File: config.mk
export PLATFORM = sky130hd
export DESIGN_NAME = topological_sort_kahn
export DESIGN_NICKNAME = d
export VERILOG_FILES = /design/src/design/tsk_pkg.sv /design/src/design/topological_sort_kahn.sv /design/src/design/tsk_ctrl.sv /design/src/design/tsk_datapath.sv
export SDC_FILE = /design/constraint.sdc
export NUM_CORES = 1
export LEC_CHECK = 0
export BUFFER_PORTS_ARGS = -buffer_cell sky130_fd_sc_hd__buf_2
export CAP_MARGIN = 20
export CORE_ASPECT_RATIO = 1.4
export CORE_MARGIN = 3
export CORE_UTILIZATION = 48
export DETAILED_ROUTE_END_ITERATION = 12
export SLEW_MARGIN = 25
export SYNTH_ARGS = -nofsm -noshare
export SYNTH_HDL_FRONTEND = slang
export SYNTH_SLANG_ARGS = --single-unit
export TNS_END_PERCENT = 30
File: constraint.sdc
create_clock -name aclk -period 5.1 [get_ports aclk]
set_clock_uncertainty 0.1 [all_clocks]
set_input_delay 0.765 -clock aclk [delete_from_list [all_inputs] [get_ports aclk]]
set_output_delay 0.765 -clock aclk [all_outputs]
set_load 0.01 [all_outputs]
File: src/design/tsk_pkg.sv
package tsk_pkg;

    localparam int DEF_NUM_NODES = 16;
    localparam int DEF_MAX_OUT   = 8;

    localparam int ID_W       = 4;
    localparam int REQ_W      = 2;
    localparam int STATUS_W   = 2;
    localparam int IN_DATA_W  = 16;
    localparam int OUT_DATA_W = 8;

    localparam logic [REQ_W-1:0] REQ_ADD_NODE = 2'd0;
    localparam logic [REQ_W-1:0] REQ_ADD_EDGE = 2'd1;
    localparam logic [REQ_W-1:0] REQ_SORT     = 2'd2;

    localparam logic [STATUS_W-1:0] ST_OK        = 2'd0;
    localparam logic [STATUS_W-1:0] ST_NODE_FULL = 2'd1;
    localparam logic [STATUS_W-1:0] ST_EDGE_FULL = 2'd2;
    localparam logic [STATUS_W-1:0] ST_CYCLE     = 2'd3;

    typedef struct packed {
        logic in_ready;
        logic idx_zero;
        logic idx_inc;
        logic clr_deg;
        logic load_walk;
        logic edge_rd;
        logic deg_inc;
        logic push_idx;
        logic pop;
        logic deg_dec;
        logic emit_final;
    } cmd_t;

    typedef struct packed {
        logic out_free;
        logic sort_acc;
        logic idx_last;
        logic idx_present;
        logic walk_more;
        logic stack_empty;
        logic pend_valid;
    } sts_t;

endpackage

File: src/design/topological_sort_kahn.sv
// Dependency graph builder with a Kahn topological sort.
// Input channel s_*: one request per transfer (add node, add edge, sort).
// Result channel m_*: one result per transfer; m_tlast marks the last result of a
// request and m_tuser says that the node field carries a sorted node.
// Add requests give one result, registered at the transfer; a new request is taken
// in the cycle the previous result is taken or the output is empty, so back-to-back
// add requests run at one per cycle while the receiver takes every result.
// A sort blocks the input until its last result has been registered. It walks the
// T table entries (NUM_NODES, at most 16) in steps: degree clear, degree count over
// the edges of present sources, seed of the zero-degree nodes, then the pop walk
// that decrements the degrees of each sorted node's targets. Edges come from the
// edge memory through its registered read. The sorted nodes stream out one behind
// the pop, the last one carrying status. A stalled receiver holds the result
// register and pauses the walk at the next pop; nothing is dropped.
// Reset (aresetn low, synchronous) empties the graph: no nodes, empty edge lists.
module topological_sort_kahn #(
    parameter int NUM_NODES = tsk_pkg::DEF_NUM_NODES,
    parameter int MAX_OUT   = tsk_pkg::DEF_MAX_OUT
) (
    input  logic                           aclk,
    input  logic                           aresetn,
    input  logic                           s_tvalid,
    output logic                           s_tready,
    // [1:0] req_type, [5:2] node_id, [9:6] target_id
    input  logic [tsk_pkg::IN_DATA_W-1:0]  s_tdata,
    output logic                           m_tvalid,
    input  logic                           m_tready,
    // [3:0] out_node, [5:4] status
    output logic [tsk_pkg::OUT_DATA_W-1:0] m_tdata,
    // [0] node_valid
    output logic                           m_tuser,
    output logic                           m_tlast
);

    tsk_pkg::cmd_t cmd;
    tsk_pkg::sts_t sts;

    tsk_ctrl u_ctrl (
        .aclk    (aclk),
        .aresetn (aresetn),
        .sts     (sts),
        .cmd     (cmd)
    );

    tsk_datapath #(
        .NUM_NODES (NUM_NODES),
        .MAX_OUT   (MAX_OUT)
    ) u_dp (
        .aclk     (aclk),
        .aresetn  (aresetn),
        .s_tvalid (s_tvalid),
        .s_tdata  (s_tdata),
        .m_tready (m_tready),
        .m_tvalid (m_tvalid),
        .m_tdata  (m_tdata),
        .m_tuser  (m_tuser),
        .m_tlast  (m_tlast),
        .cmd      (cmd),
        .sts      (sts)
    );

    assign s_tready = cmd.in_ready;

endmodule

File: src/design/tsk_ctrl.sv
module tsk_ctrl (
    input  logic          aclk,
    input  logic          aresetn,
    input  tsk_pkg::sts_t sts,
    output tsk_pkg::cmd_t cmd
);

    localparam logic [3:0] S_IDLE     = 4'd0;
    localparam logic [3:0] S_CLR      = 4'd1;
    localparam logic [3:0] S_CNT_NODE = 4'd2;
    localparam logic [3:0] S_CNT_RD   = 4'd3;
    localparam logic [3:0] S_CNT_UPD  = 4'd4;
    localparam logic [3:0] S_SEED     = 4'd5;
    localparam logic [3:0] S_POP      = 4'd6;
    localparam logic [3:0] S_DEC_RD   = 4'd7;
    localparam logic [3:0] S_DEC_UPD  = 4'd8;
    localparam logic [3:0] S_FINISH   = 4'd9;

    logic [3:0] state_reg, state_next;

    always_ff @(posedge aclk) begin
        if (!aresetn) begin
            state_reg <= S_IDLE;
        end else begin
            state_reg <= state_next;
        end
    end

    always_comb begin
        cmd        = '0;
        state_next = state_reg;
        case (state_reg)
            S_IDLE: begin
                cmd.in_ready = sts.out_free;
                if (sts.sort_acc) begin
                    state_next = S_CLR;
                end
            end
            S_CLR: begin
                cmd.clr_deg = 1'b1;
                if (sts.idx_last) begin
                    cmd.idx_zero = 1'b1;
                    state_next   = S_CNT_NODE;
                end else begin
                    cmd.idx_inc = 1'b1;
                end
            end
            // only present sources contribute to in-degrees
            S_CNT_NODE: begin
                if (sts.idx_present) begin
                    cmd.load_walk = 1'b1;
                    state_next    = S_CNT_RD;
                end else if (sts.idx_last) begin
                    cmd.idx_zero = 1'b1;
                    state_next   = S_SEED;
                end else begin
                    cmd.idx_inc = 1'b1;
                end
            end
            S_CNT_RD: begin
                if (sts.walk_more) begin
                    cmd.edge_rd = 1'b1;
                    state_next  = S_CNT_UPD;
                end else if (sts.idx_last) begin
                    cmd.idx_zero = 1'b1;
                    state_next   = S_SEED;
                end else begin
                    cmd.idx_inc = 1'b1;
                    state_next  = S_CNT_NODE;
                end
            end
            S_CNT_UPD: begin
                cmd.deg_inc = 1'b1;
                state_next  = S_CNT_RD;
            end
            S_SEED: begin
                cmd.push_idx = 1'b1;
                if (sts.idx_last) begin
                    state_next = S_POP;
                end else begin
                    cmd.idx_inc = 1'b1;
                end
            end
            // popping hands the previous node to the output, so it needs a free slot
            S_POP: begin
                if (sts.stack_empty) begin
                    state_next = S_FINISH;
                end else if (!sts.pend_valid || sts.out_free) begin
                    cmd.pop    = 1'b1;
                    state_next = S_DEC_RD;
                end
            end
            S_DEC_RD: begin
                if (sts.walk_more) begin
                    cmd.edge_rd = 1'b1;
                    state_next  = S_DEC_UPD;
                end else begin
                    state_next = S_POP;
                end
            end
            S_DEC_UPD: begin
                cmd.deg_dec = 1'b1;
                state_next  = S_DEC_RD;
            end
            S_FINISH: begin
                if (sts.out_free) begin
                    cmd.emit_final = 1'b1;
                    state_next     = S_IDLE;
                end
            end
            default: begin
                state_next = S_IDLE;
            end
        endcase
    end

endmodule

File: src/design/tsk_datapath.sv
module tsk_datapath #(
    parameter int NUM_NODES = tsk_pkg::DEF_NUM_NODES,
    parameter int MAX_OUT   = tsk_pkg::DEF_MAX_OUT
) (
    input  logic                              aclk,
    input  logic                              aresetn,
    input  logic                              s_tvalid,
    input  logic [tsk_pkg::IN_DATA_W-1:0]     s_tdata,
    input  logic                              m_tready,
    output logic                              m_tvalid,
    output logic [tsk_pkg::OUT_DATA_W-1:0]    m_tdata,
    output logic                              m_tuser,
    output logic                              m_tlast,
    input  tsk_pkg::cmd_t                     cmd,
    output tsk_pkg::sts_t                     sts
);

    localparam int ID_LIM     = 2 ** tsk_pkg::ID_W;
    localparam int NODE_CNT   = (NUM_NODES < ID_LIM) ? NUM_NODES : ID_LIM;
    localparam int NID_W      = $clog2(NODE_CNT);
    localparam int CNT_W      = $clog2(NUM_NODES + 1);
    localparam int FILL_W     = $clog2(MAX_OUT + 1);
    localparam int EDGE_DEPTH = NODE_CNT * MAX_OUT;
    localparam int EA_W       = $clog2(EDGE_DEPTH);
    localparam int DEG_W      = $clog2(EDGE_DEPTH + 1);
    localparam int SP_W       = $clog2(NODE_CNT + 1);

    logic [tsk_pkg::REQ_W-1:0] req;
    logic [tsk_pkg::ID_W-1:0]  nid, tid;
    logic [NID_W-1:0]          s_idx, t_idx;
    logic                      acc, node_ok, tgt_ok, add_node_ok, add_edge_ok;

    logic [NODE_CNT-1:0]       present_reg;
    logic [CNT_W-1:0]          ins_reg;
    logic [FILL_W-1:0]         fill_reg [NODE_CNT];
    logic [tsk_pkg::ID_W-1:0]  edge_mem [EDGE_DEPTH];
    logic [tsk_pkg::ID_W-1:0]  edge_rd_reg;
    logic [DEG_W-1:0]          deg_reg [NODE_CNT];
    logic [NID_W-1:0]          stack_reg [NODE_CNT];
    logic [SP_W-1:0]           sp_reg;
    logic [NID_W-1:0]          idx_reg, wnode_reg, pend_reg;
    logic [FILL_W-1:0]         slot_reg;
    logic                      pend_valid_reg;
    logic [SP_W-1:0]           sorted_reg;

    logic [tsk_pkg::ID_W-1:0]     out_node_reg;
    logic                         out_flag_reg;
    logic [tsk_pkg::STATUS_W-1:0] out_status_reg;
    logic                         out_last_reg;
    logic                         m_tvalid_reg;

    logic [NID_W-1:0]          fill_rd_idx;
    logic [FILL_W-1:0]         fill_rd;
    logic [EA_W-1:0]           wr_addr, rd_addr;
    logic                      edge_wr;
    logic [NID_W-1:0]          e_idx;
    logic [DEG_W-1:0]          deg_e;
    logic [SP_W-1:0]           sp_m1;
    logic [NID_W-1:0]          pop_node;
    logic                      push_en;
    logic [NID_W-1:0]          push_val;
    logic                      out_free;

    logic                         out_ld;
    logic [tsk_pkg::ID_W-1:0]     out_node_d;
    logic                         out_flag_d;
    logic [tsk_pkg::STATUS_W-1:0] out_status_d;
    logic                         out_last_d;

    assign req   = s_tdata[1:0];
    assign nid   = s_tdata[5:2];
    assign tid   = s_tdata[9:6];
    assign s_idx = nid[NID_W-1:0];
    assign t_idx = tid[NID_W-1:0];
    assign acc   = s_tvalid && cmd.in_ready;

    assign node_ok = 32'(nid) < NUM_NODES;
    assign tgt_ok  = 32'(tid) < NUM_NODES;

    // one read port on the fill counts: the request side while the input is open, the walk otherwise
    assign fill_rd_idx = cmd.in_ready ? s_idx : wnode_reg;
    assign fill_rd     = fill_reg[fill_rd_idx];

    assign add_node_ok = node_ok && (32'(ins_reg) < NUM_NODES);
    assign add_edge_ok = node_ok && tgt_ok && (32'(fill_rd) < MAX_OUT);
    assign edge_wr     = acc && (req == tsk_pkg::REQ_ADD_EDGE) && add_edge_ok;

    assign wr_addr = EA_W'(32'(s_idx) * MAX_OUT + 32'(fill_rd));
    assign rd_addr = EA_W'(32'(wnode_reg) * MAX_OUT + 32'(slot_reg));

    assign e_idx    = edge_rd_reg[NID_W-1:0];
    assign deg_e    = deg_reg[e_idx];
    assign sp_m1    = sp_reg - SP_W'(1);
    assign pop_node = stack_reg[sp_m1[NID_W-1:0]];
    assign out_free = !m_tvalid_reg || m_tready;

    always_comb begin
        push_en  = 1'b0;
        push_val = idx_reg;
        if (cmd.push_idx && present_reg[idx_reg] && (deg_reg[idx_reg] == '0)) begin
            push_en = 1'b1;
        end else if (cmd.deg_dec && (deg_e == DEG_W'(1))) begin
            push_en  = 1'b1;
            push_val = e_idx;
        end
    end

    always_comb begin
        out_ld       = 1'b0;
        out_node_d   = '0;
        out_flag_d   = 1'b0;
        out_status_d = tsk_pkg::ST_OK;
        out_last_d   = 1'b1;
        if (acc && (req != tsk_pkg::REQ_SORT)) begin
            out_ld = 1'b1;
            case (req)
                tsk_pkg::REQ_ADD_NODE: begin
                    out_status_d = add_node_ok ? tsk_pkg::ST_OK : tsk_pkg::ST_NODE_FULL;
                end
                tsk_pkg::REQ_ADD_EDGE: begin
                    out_status_d = add_edge_ok ? tsk_pkg::ST_OK : tsk_pkg::ST_EDGE_FULL;
                end
                default: begin
                    out_status_d = tsk_pkg::ST_OK;
                end
            endcase
        end else if (cmd.pop && pend_valid_reg) begin
            out_ld     = 1'b1;
            out_node_d = tsk_pkg::ID_W'(pend_reg);
            out_flag_d = 1'b1;
            out_last_d = 1'b0;
        end else if (cmd.emit_final) begin
            out_ld = 1'b1;
            if (pend_valid_reg) begin
                out_node_d   = tsk_pkg::ID_W'(pend_reg);
                out_flag_d   = 1'b1;
                out_status_d = (32'(sorted_reg) < NUM_NODES) ? tsk_pkg::ST_CYCLE
                                                             : tsk_pkg::ST_OK;
            end else begin
                out_status_d = tsk_pkg::ST_CYCLE;
            end
        end
    end

    // graph tables
    always_ff @(posedge aclk) begin
        if (!aresetn) begin
            present_reg <= '0;
            ins_reg     <= '0;
            for (int i = 0; i < NODE_CNT; i++) begin
                fill_reg[i] <= '0;
            end
        end else if (acc) begin
            if ((req == tsk_pkg::REQ_ADD_NODE) && add_node_ok) begin
                present_reg[s_idx] <= 1'b1;
                ins_reg            <= ins_reg + CNT_W'(1);
            end
            if (edge_wr) begin
                fill_reg[s_idx] <= fill_rd + FILL_W'(1);
            end
        end
    end

    always_ff @(posedge aclk) begin
        if (edge_wr) begin
            edge_mem[wr_addr] <= tid;
        end
        if (cmd.edge_rd) begin
            edge_rd_reg <= edge_mem[rd_addr];
        end
    end

    always_ff @(posedge aclk) begin
        if (cmd.clr_deg) begin
            deg_reg[idx_reg] <= '0;
        end
        if (cmd.deg_inc) begin
            deg_reg[e_idx] <= deg_e + DEG_W'(1);
        end
        if (cmd.deg_dec && (deg_e != '0)) begin
            deg_reg[e_idx] <= deg_e - DEG_W'(1);
        end
        if (push_en && (32'(sp_reg) < NODE_CNT)) begin
            stack_reg[sp_reg[NID_W-1:0]] <= push_val;
        end
    end

    // sort walk state
    always_ff @(posedge aclk) begin
        if (!aresetn) begin
            sp_reg         <= '0;
            pend_valid_reg <= 1'b0;
            idx_reg        <= '0;
            sorted_reg     <= '0;
        end else begin
            if (acc && (req == tsk_pkg::REQ_SORT)) begin
                sp_reg         <= '0;
                pend_valid_reg <= 1'b0;
                idx_reg        <= '0;
                sorted_reg     <= '0;
            end
            if (cmd.idx_zero) begin
                idx_reg <= '0;
            end else if (cmd.idx_inc) begin
                idx_reg <= idx_reg + NID_W'(1);
            end
            if (push_en && (32'(sp_reg) < NODE_CNT)) begin
                sp_reg <= sp_reg + SP_W'(1);
            end
            if (cmd.pop) begin
                sp_reg         <= sp_m1;
                pend_valid_reg <= 1'b1;
                sorted_reg     <= sorted_reg + SP_W'(1);
            end
            if (cmd.emit_final) begin
                pend_valid_reg <= 1'b0;
            end
        end
    end

    always_ff @(posedge aclk) begin
        if (cmd.pop) begin
            pend_reg  <= pop_node;
            wnode_reg <= pop_node;
            slot_reg  <= '0;
        end else if (cmd.load_walk) begin
            wnode_reg <= idx_reg;
            slot_reg  <= '0;
        end else if (cmd.edge_rd) begin
            slot_reg <= slot_reg + FILL_W'(1);
        end
    end

    // output register
    always_ff @(posedge aclk) begin
        if (!aresetn) begin
            m_tvalid_reg <= 1'b0;
        end else if (out_ld) begin
            m_tvalid_reg <= 1'b1;
        end else if (m_tready) begin
            m_tvalid_reg <= 1'b0;
        end
    end

    always_ff @(posedge aclk) begin
        if (out_ld) begin
            out_node_reg   <= out_node_d;
            out_flag_reg   <= out_flag_d;
            out_status_reg <= out_status_d;
            out_last_reg   <= out_last_d;
        end
    end

    assign m_tvalid = m_tvalid_reg;
    assign m_tdata  = {2'b00, out_status_reg, out_node_reg};
    assign m_tuser  = out_flag_reg;
    assign m_tlast  = out_last_reg;

    assign sts.out_free    = out_free;
    assign sts.sort_acc    = acc && (req == tsk_pkg::REQ_SORT);
    assign sts.idx_last    = 32'(idx_reg) == (NODE_CNT - 1);
    assign sts.idx_present = present_reg[idx_reg];
    assign sts.walk_more   = slot_reg < fill_rd;
    assign sts.stack_empty = sp_reg == '0;
    assign sts.pend_valid  = pend_valid_reg;

endmodule

==> results.md, run 1 <==
- Die ar.: 0.0782 sq mm
- Cell area after synthesis: 0.0359 sq mm
- Post-CTS Setup Inserts: 0
- Final Power: 0.0173 W
- Residual DRC: 0
- Hold EP: u_dp.present_reg[2]
- Setup-failing EPs final: 0
- Slowest-stage cell, CP: mux4_2
- Max FO, Critical Path: 36
- Post-synth top area share: 65.9%
- Reg-to-Reg Start: u_dp.e_idx[0]
- Critical path buffers and inverters: 1
- Maximum vdd drop: 0.337 mV
- CTS Hold Bufs: 0
- Reg-to-reg endpoint: u_dp.stack_reg[2][0]
- Row count: 118
- FF/Latch Area: 0.0247 sq mm
- Min-delay src: u_dp.present_reg[2]
- Fmax: 217 MHz
- Max_cap viols: 0
- EDFF count, synth: 788
- Final Max Tran Viols: 0
- Setup TNS: 0 ns
- Cell taking the most area after synthesis: edfxtp_1
- Starting DRC count in detailed routing: 1640
- Final instance area: 0.0401 sq mm
- Asr flop ratio synth: 0%
- WP data required: 5.28 ns
- Crit path kind: register to register
- Clk sink count: 837
- Placed cell area: 0.0376 sq mm
- Hold path cells: 2
- Top cells by area, synth: edfxtp_1, mux4_2, mux2i_1
- Multi-input gate area: 0.0106 sq mm
- CP Capture Type: register
- LEAKAGE: 12.6 nW
- Synth Flop Type: edfxtp_1
- PD cells: 430 mW/mm^2
- Slew margin rel.: 29.0%
- Critical path cell sequence: buf_12 -> mux4_2 -> mux4_2 -> or2_2 -> a21oi_1 -> and4_1 -> a41oi_2 -> nor2_2 -> nand2_1 -> nor3_1
- Num CTS Buffers: 80
- # nets final: 2470
- Post-Route Utilization: 54.1%
- Synth warn: 0
- Yosys reg bits: 837
- Kind of cell adding the most delay to the critical path: simple AND/OR/NAND/NOR gates
- Crit-path max cell delay: 0.60 ns
- Status: finished, final reports clean
- Worst R2R Setup Slack: 0.49 ns
- Cells after Synth: 2359
- Drt wl/cell: 24.7 um
- Die height: 330 um
- Clock buffer depth: 3
- Final WL: 85300 um
- Fin crit share: 90.5%
- Initial core utilization: 48.5%
- Share of cells above drive strength 1: 17.1%
- Final ANT Viol Nets: 0
- Worst Tran Pin Value: 1.06 ns
- Syn Area/Cell: 15.2 sq um
- Via density: 6.02
- Remaining Overflow, GRT: 0
- Clk Latency, worst-skew pair: 0.64 ns
- GP Congestion: 0.903
- CTS tree: yes
- First-pass GRT wire length: 129000 um
- Unrepaired setup endpoints after global routing: no
- DR vias: 20700
- Fin crit period: 4.61 ns
- I/O Buffers: 23
- TritonRoute pass-1 iters: 6
- Io pins: 32
- Hold Fails Final Rpt: 0
- Worst path most repeated cell: mux4_2
- Ant diodes: 0
- Yosys cell types: 87
- HP Class: register to register
- H-tree Lvls: 3
- Max reg flops: 512
- Seq/Total Area, Yosys: 68.6%
- Core area: 0.0741 sq mm
- Clock root cell: clkbuf_16
- Largest net degree at the start of global routing: 92
- Worst-path clk slew: 0.07 ns
- Vias in the first global route: 21600
- R2R depth: 10
- PostCTS Resize Cnt: 0
- WP data arrival: 4.79 ns
- Startpoint Class: register
- Area delta synth->final: 11.7%
- Filler Cell Count: 5904
- Initial antenna violation count: 0
- GRT Overall Usage: 21.9%
- Hpwl dp: 57500 um
- Die X: 237 um
-- layer usage --
layer | vias to the layer above | global-route usage [%] | routed length (um)
li1 | 9394 | - | -
met1 | 10500 | 24.6 | 31400
met2 | 618 | 41.5 | 47000
met3 | 200 | 2.91 | 3360
met4 | 0 | 9.21 | 3460
met5 | - | 0 | 0
-- report_power, final --
part	switching, W	leakage (nW)	internal, W
clock	0.00249	1.24	0.00324
combinational	0.00233	4.02	0.00143
sequential	0.000157	7.36	0.00760
-- cell usage after synthesis, drive strengths merged (28+ instances only) --
master	n
nand2	132
a21oi	71
nand3	40
mux2i	147
o21ai	84
nor2b	56
edfxtp	788
o221ai	34
nor3	64
o22ai	36
a211oi	28
dfxtp	49
nor2	283
mux4	135
buf	50
clkbuf	88
-- cell usage in the layout (no fill, tap or decap), types with 12 or more instances in the layout --
cell       count
a211oi_1      28
and3_1        21
nand2_1      130
mux2i_1      147
nor2b_1       56
mux2_2        12
ha_1          20
nor3_1        62
buf_12        12
clkinv_2      14
mux4_2       135
a21oi_1       70
clkbuf_1      16
edfxtp_1     788
o21ai_0       80
inv_1         19
o221ai_1      34
buf_4         92
nor2_1       281
nand3_1       38
buf_2         19
dfxtp_1       47
nor4_1        23
o22ai_1       36
a31oi_1       15
clkbuf_16     83
-- final cells by class --
| type | count | area share, % |
|---|---|---|
| timing repair buffer | 125 | 2.65 |
| clock inverter | 36 | 0.795 |
| inverter | 20 | 0.187 |
| multi-input combinational | 1365 | 26.5 |
| clock buffer | 103 | 5.45 |
| tap | 960 | 2.99 |
| sequential | 837 | 61.4 |
-- kinds of logic after synthesis --
| group | after synthesis | synth area share (%) |
|---|---|---|
| adder cells (fa/ha/maj) | 21 | 0.731 |
| AO/OA/AOI/OAI | 335 | 6.28 |
| other | 1 | 0.0104 |
| AND/OR/NAND/NOR | 695 | 9.17 |
| buffers and inverters | 158 | 1.83 |
| XOR/XNOR | 18 | 0.439 |
| flip-flops | 837 | 68.6 |
| multiplexers | 294 | 12.9 |
-- tightest hold or removal path: stages, from the launching register on --
cell,delay [ns]
dfxtp_1,0.32
a31oi_1,0.04
nor2_1,0.07
-- through the flow --
step | std cells | hold slack [ns] | setup slack [ns]
detailed placement | 3306 | 0.353 | 0.302
global route | 3446 | 0.402 | 0.196
global placement | 3306 | 0.344 | 0.395
floorplan | 2360 | 0.331 | 0.840
CTS | 3445 | 0.370 | 0.425
finish | 3446 | 0.369 | 0.486
-- worst max-delay path by stage --
| stage | end | startpoint | cells after the start | slack [ns] |
|---|---|---|---|---|
| 4_1_cts | u_dp.stack_reg[2][3] | u_dp.e_idx[0] | 10 | 0.42 |
| 3_3_place_gp | u_dp.edge_mem[113][3] | m_tready | 16 | 0.39 |
| 2_1_floorplan | u_dp.edge_mem[100][0] | m_tready | 16 | 0.84 |
| 3_5_place_dp | u_dp.edge_mem[60][2] | m_tready | 17 | 0.30 |
| 5_1_grt | u_dp.stack_reg[2][3] | u_dp.e_idx[0] | 10 | 0.20 |
| 6_report | u_dp.stack_reg[2][0] | u_dp.e_idx[0] | 10 | 0.49 |
Note: power is estimated with default switching activity, not from simulation.
==> inputs of run 2 (changes only) <==
Settings changed: CORE_ASPECT_RATIO 1.4 to 0.6.
==> results.md, run 2 (same netlist as run 1, synthesis figures left out) <==
- Clock share of power: 33.5%
- Filler Cell Count: 5841
- Initial core utilization: 48.6%
- GP Congestion: 0.863
- Clk sink count: 837
- Final ANT Viol Nets: 0
- Maximum vdd drop: 0.364 mV
- PostCTS Resize Cnt: 0
- Fin crit period: 4.68 ns
- Fin worst setup slack: 0.416 ns
- Die X: 359 um
- Max reg flops: 512
- Row count: 77
- WP data required: 5.28 ns
- Hold Fails Final Rpt: 0
- Via density: 6.22
- Most frequent cells in the layout: edfxtp_1, nor2_1, mux2i_1, mux4_2, nand2_1
- Clk Latency, worst-skew pair: 0.63 ns
- Clock root cell: clkbuf_16
- Logic pwr share: 21.6%
- PD cells: 434 mW/mm^2
- Starting DRC count in detailed routing: 2757
- I/O Buffers: 23
- LEAKAGE: 12.4 nW
- Clock buffer depth: 3
- Share of cells above drive strength 1: 16.1%
- TritonRoute pass-1 iters: 6
- Switching power: 0.00506 W
- Largest net degree at the start of global routing: 80
- Sw frac: 29.2%
- Setup TNS: 0 ns
- FF/Latch Area: 0.0247 sq mm
- Area delta synth->final: 11.1%
- WP data arrival: 4.87 ns
- Worst-path clk slew: 0.06 ns
- Setup-failing EPs final: 0
- Die height: 218 um
- Residual DRC: 0
- H-tree Lvls: 3
- Commonest non-fill, non-tap cell in the layout: edfxtp_1
- GRT Overall Usage: 22.7%
- Unrepaired setup endpoints after global routing: no
- Slew margin rel.: 34.1%
- Worst Tran Pin Value: 0.989 ns
- First-pass GRT wire length: 134000 um
- CTS Hold Bufs: 0
- Flop pwr share: 44.9%
- Core area: 0.0739 sq mm
- Pint: 0.0123 W
- Initial antenna violation count: 4
- Post-Route Utilization: 54.0%
- Max FO, Critical Path: 8
- Final instance area: 0.0399 sq mm
- Io pins: 32
- Fin crit share: 91.8%
- Placed cell area: 0.0374 sq mm
- Drt wl/cell: 25.8 um
- Final Power: 0.0173 W
- Max_cap viols: 0
- Post-CTS Setup Inserts: 0
- Crit path kind: register to register
- Status: finished, final reports clean
- DR vias: 21400
- Hpwl dp: 59100 um
- Num CTS Buffers: 77
- CP Capture Type: register
- Remaining Overflow, GRT: 0
- # nets final: 2443
- Final Max Tran Viols: 0
- Fmax: 213 MHz
- HP Class: register to register
- Multi-input gate area: 0.0107 sq mm
- Final WL: 89000 um
- Startpoint Class: register
- Die ar.: 0.0783 sq mm
- Post-Place Worst Slack: 0.229 ns
- CTS tree: yes
- Vias in the first global route: 20600
[run 2: changes by cell type in the layout (fill, tap and decap cells not counted), sizes merged]
cell	before	now
clkinv	24	23
clkinvlp	2	3
bufinv	4	8
inv	26	23
diode	0	1
clkbuf	103	100
buf	125	101
[run 2: area by class of cell]
cell class / count / share of cell area (%)
repair buffers: 101 / 1.97
flip-flops and latches: 837 / 61.8
well taps: 987 / 3.09
clock buffers: 100 / 5.23
diodes: 1 / 0.00627
multi-input cells: 1365 / 26.7
clock inverters: 37 / 1.03
inverters: 20 / 0.188
[run 2: final timing paths]
kind,start,endpoint,slack (ns),depth (start not counted)
worst max-delay path,u_ctrl.state_reg[3],u_dp.edge_mem[30][2],0.42,15
worst min-delay path,u_dp.sorted_reg[3],u_dp.sorted_reg[3],0.37,1
worst max register to register,u_ctrl.state_reg[3],u_dp.edge_mem[30][2],0.42,15
worst min register to register,u_dp.sorted_reg[3],u_dp.sorted_reg[3],0.37,1
[run 2: routing by layer]
metal  track usage (%)  wire [um]  vias to the layer above
met5                 0         24                        -
met3              4.43       8640                      110
li1                  -          -                     9378
met4              4.76       1350                        4
met1              37.8      43000                    10900
met2              30.4      36000                     1026
[run 2: through the flow]
step / hold slack (ns) / std cells
global placement: 0.343 / 3310
finish: 0.371 / 3448
detailed placement: 0.356 / 3310
floorplan: 0.331 / 2360
CTS: 0.371 / 3447
global route: 0.393 / 3448
[run 2: worst max-delay path: stages (launching register included)]
cell	delay, ns
dfxtp_1	0.33
or4_4	0.58
nor2_2	0.16
mux2i_2	0.51
buf_4	0.25
a211oi_1	0.06
a211o_1	0.32
nand3_1	0.15
nand2_1	0.12
inv_1	0.08
ha_1	0.16
ha_1	0.24
nand2_1	0.09
nor2_1	0.35
o2111ai_2	0.39
nor2_1	0.45
[run 2: power by group through the flow]
stage          Sequential (W)  Combinational (W)  Clock, W
2_1_floorplan         0.00778            0.00244         0
3_3_place_gp          0.00793            0.00368         0
3_5_place_dp          0.00794            0.00373         0
4_1_cts               0.00779            0.00374   0.00591
5_1_grt               0.00780            0.00399   0.00618
6_report              0.00779            0.00375   0.00580
==> inputs of run 3 (changes only) <==
Settings changed: ABC_AREA from default to 1.
==> results.md, run 3 <==
- Via density: 5.95
- DR vias: 25200
- Startpoint Class: register
- Largest net degree at the start of global routing: 261
- Post-synth top area share: 66.1%
- Fin worst setup slack: 0.691 ns
- Vias in the first global route: 23900
- TritonRoute pass-1 iters: 6
- Post-Place Worst Slack: 0.394 ns
- Synth Flop Type: edfxtp_1
- # nets final: 3236
- Row count: 76
- EDFF count, synth: 788
- Top cells by area, synth: edfxtp_1, nor2_1, o21ai_0
- HP Class: register to register
- Critical path cell sequence: buf_4 -> o21ai_0 -> a21oi_1 -> o221ai_1 -> nand2_1 -> inv_1 -> ha_1 -> nand4_1 -> nand2_2 -> nand2_1 -> inv_1 -> nand2_1 -> nand3_1 -> nor2_1 -> buf_4
- Fmax: 227 MHz
- Most frequent cells after synthesis: edfxtp_1, nor2_1, o21ai_0
- Asr flop ratio synth: 0%
- Starting DRC count in detailed routing: 3667
- PD cells: 466 mW/mm^2
- Hpwl dp: 60500 um
- Kind of cell adding the most delay to the critical path: simple AND/OR/NAND/NOR gates
- CTS Hold Bufs: 0
- Die X: 359 um
- Setup TNS: 0 ns
- Final instance area: 0.0397 sq mm
- Seq/Total Area, Yosys: 68.8%
- Yosys cell types: 49
- I/O Buffers: 23
- Slowest-stage cell, CP: buf_4
- WP data required: 5.36 ns
- Post-CTS Setup Inserts: 0
- Cell area after synthesis: 0.0358 sq mm
- Syn Area/Cell: 11.2 sq um
- Die height: 218 um
- Cells after Synth: 3195
- Slew margin rel.: 32.9%
- WP data arrival: 4.67 ns
- Max_cap viols: 0
- Clock buffer depth: 3
- Final Max Tran Viols: 0
- Critical path buffers and inverters: 4
- Post-Route Utilization: 54.5%
- Hold path cells: 2
- Crit-path max cell delay: 0.51 ns
- Initial core utilization: 49.2%
- Core area: 0.0728 sq mm
- LEAKAGE: 13.2 nW
- CTS tree: yes
- R2R depth: 15
- Crit path kind: register to register
- Placed cell area: 0.0371 sq mm
- Num CTS Buffers: 78
- GP Congestion: 0.883
- Residual DRC: 0
- H-tree Lvls: 3
- Final ANT Viol Nets: 0
- Filler Cell Count: 6155
- Most frequent cells in the layout: edfxtp_1, nor2_1, o21ai_0, nand2_1, inv_1
- Critical path depth: 15
- Initial antenna violation count: 2
- Unrepaired setup endpoints after global routing: no
- PostCTS Resize Cnt: 0
- Drt wl/cell: 22.5 um
- Yosys reg bits: 837
- Top-count cell post-synth: edfxtp_1
- CP Capture Type: register
- Setup-failing EPs final: 0
- Worst path most repeated cell: nand2_1
- Area delta synth->final: 10.8%
- Share of cells above drive strength 1: 8.31%
- Maximum vdd drop: 0.512 mV
- Worst-path clk slew: 0.07 ns
- Io pins: 32
- Hold Fails Final Rpt: 0
- Remaining Overflow, GRT: 0
- Cell taking the most area after synthesis: edfxtp_1
- Max FO, Critical Path: 59
- Die ar.: 0.0780 sq mm
- Final WL: 95200 um
- Fin crit share: 86.5%
- Worst Tran Pin Value: 1.01 ns
- Final Power: 0.0185 W
- First-pass GRT wire length: 144000 um
- Clk sink count: 837
- Clock root cell: clkbuf_16
- Ant diodes: 0
- Max reg flops: 512
- Synth warn: 0
- Status: finished, final reports clean
- Fin crit period: 4.41 ns
- Clk Latency, worst-skew pair: 0.66 ns
- GRT Overall Usage: 24.3%
- Commonest non-fill, non-tap cell in the layout: edfxtp_1
-- run 3: kinds of logic after synthesis --
family	after synthesis	share of synthesized area (%)
buffers and inverters	346	3.85
xor gates and xnor gates	18	0.492
other	1	0.0105
and+or+nand+nor	1170	13.3
DFF	837	68.8
muxes	9	0.251
AOI/OAI and AO/OA	793	12.5
adders and majority gates	21	0.733
-- run 3: layer usage --
metal / vias up / wire length, um / track usage, %
li1: 11500 / - / -
met1: 12200 / 44000 / 38.3
met2: 1357 / 38300 / 33.1
met3: 146 / 11200 / 6.87
met4: 2 / 1830 / 5.59
met5: - / 9 / 0
-- run 3: path summary, 6_finish.rpt --
| check | from | to | slack [ns] |
|---|---|---|---|
| setup / recovery | u_dp.e_idx[0] | u_dp.deg_reg[3][2] | 0.69 |
| hold / removal | u_dp.present_reg[0] | u_dp.present_reg[0] | 0.35 |
| setup reg to reg | u_dp.e_idx[0] | u_dp.deg_reg[3][2] | 0.69 |
| hold reg to reg | u_dp.present_reg[0] | u_dp.present_reg[0] | 0.35 |
-- run 3: layout make-up --
| class | count | area [sq um] | area share [%] |
|---|---|---|---|
| Clock buffer | 98 | 2070 | 5.21 |
| Multi-Input combinational cell | 2013 | 9820 | 24.7 |
| Tap cell | 975 | 1220 | 3.07 |
| Timing Repair Buffer | 104 | 808 | 2.04 |
| Clock inverter | 48 | 517 | 1.30 |
| Inverter | 161 | 613 | 1.54 |
| Sequential cell | 837 | 24700 | 62.1 |
-- run 3: worst min-delay path: cells and delay by family (launching register included) --
family | cells | cell delay [ns]
flip-flops | 1 | 0.31
buffers and inverters | 1 | 0.05
AO/OA/AOI/OAI | 1 | 0.05
-- run 3: per-stage QoR --
step	std cells	hold slack, ns
after global routing	4236	0.372
after CTS	4236	0.351
after floorplan	3196	0.326
after global placement	4090	0.337
final	4236	0.348
after detailed placement	4090	0.341
-- run 3: power breakdown --
part | switching [W] | internal (W)
logic | 0.00362 | 0.00118
clock network | 0.00259 | 0.00336
registers | 0.000114 | 0.00762
total | 0.00632 | 0.0122
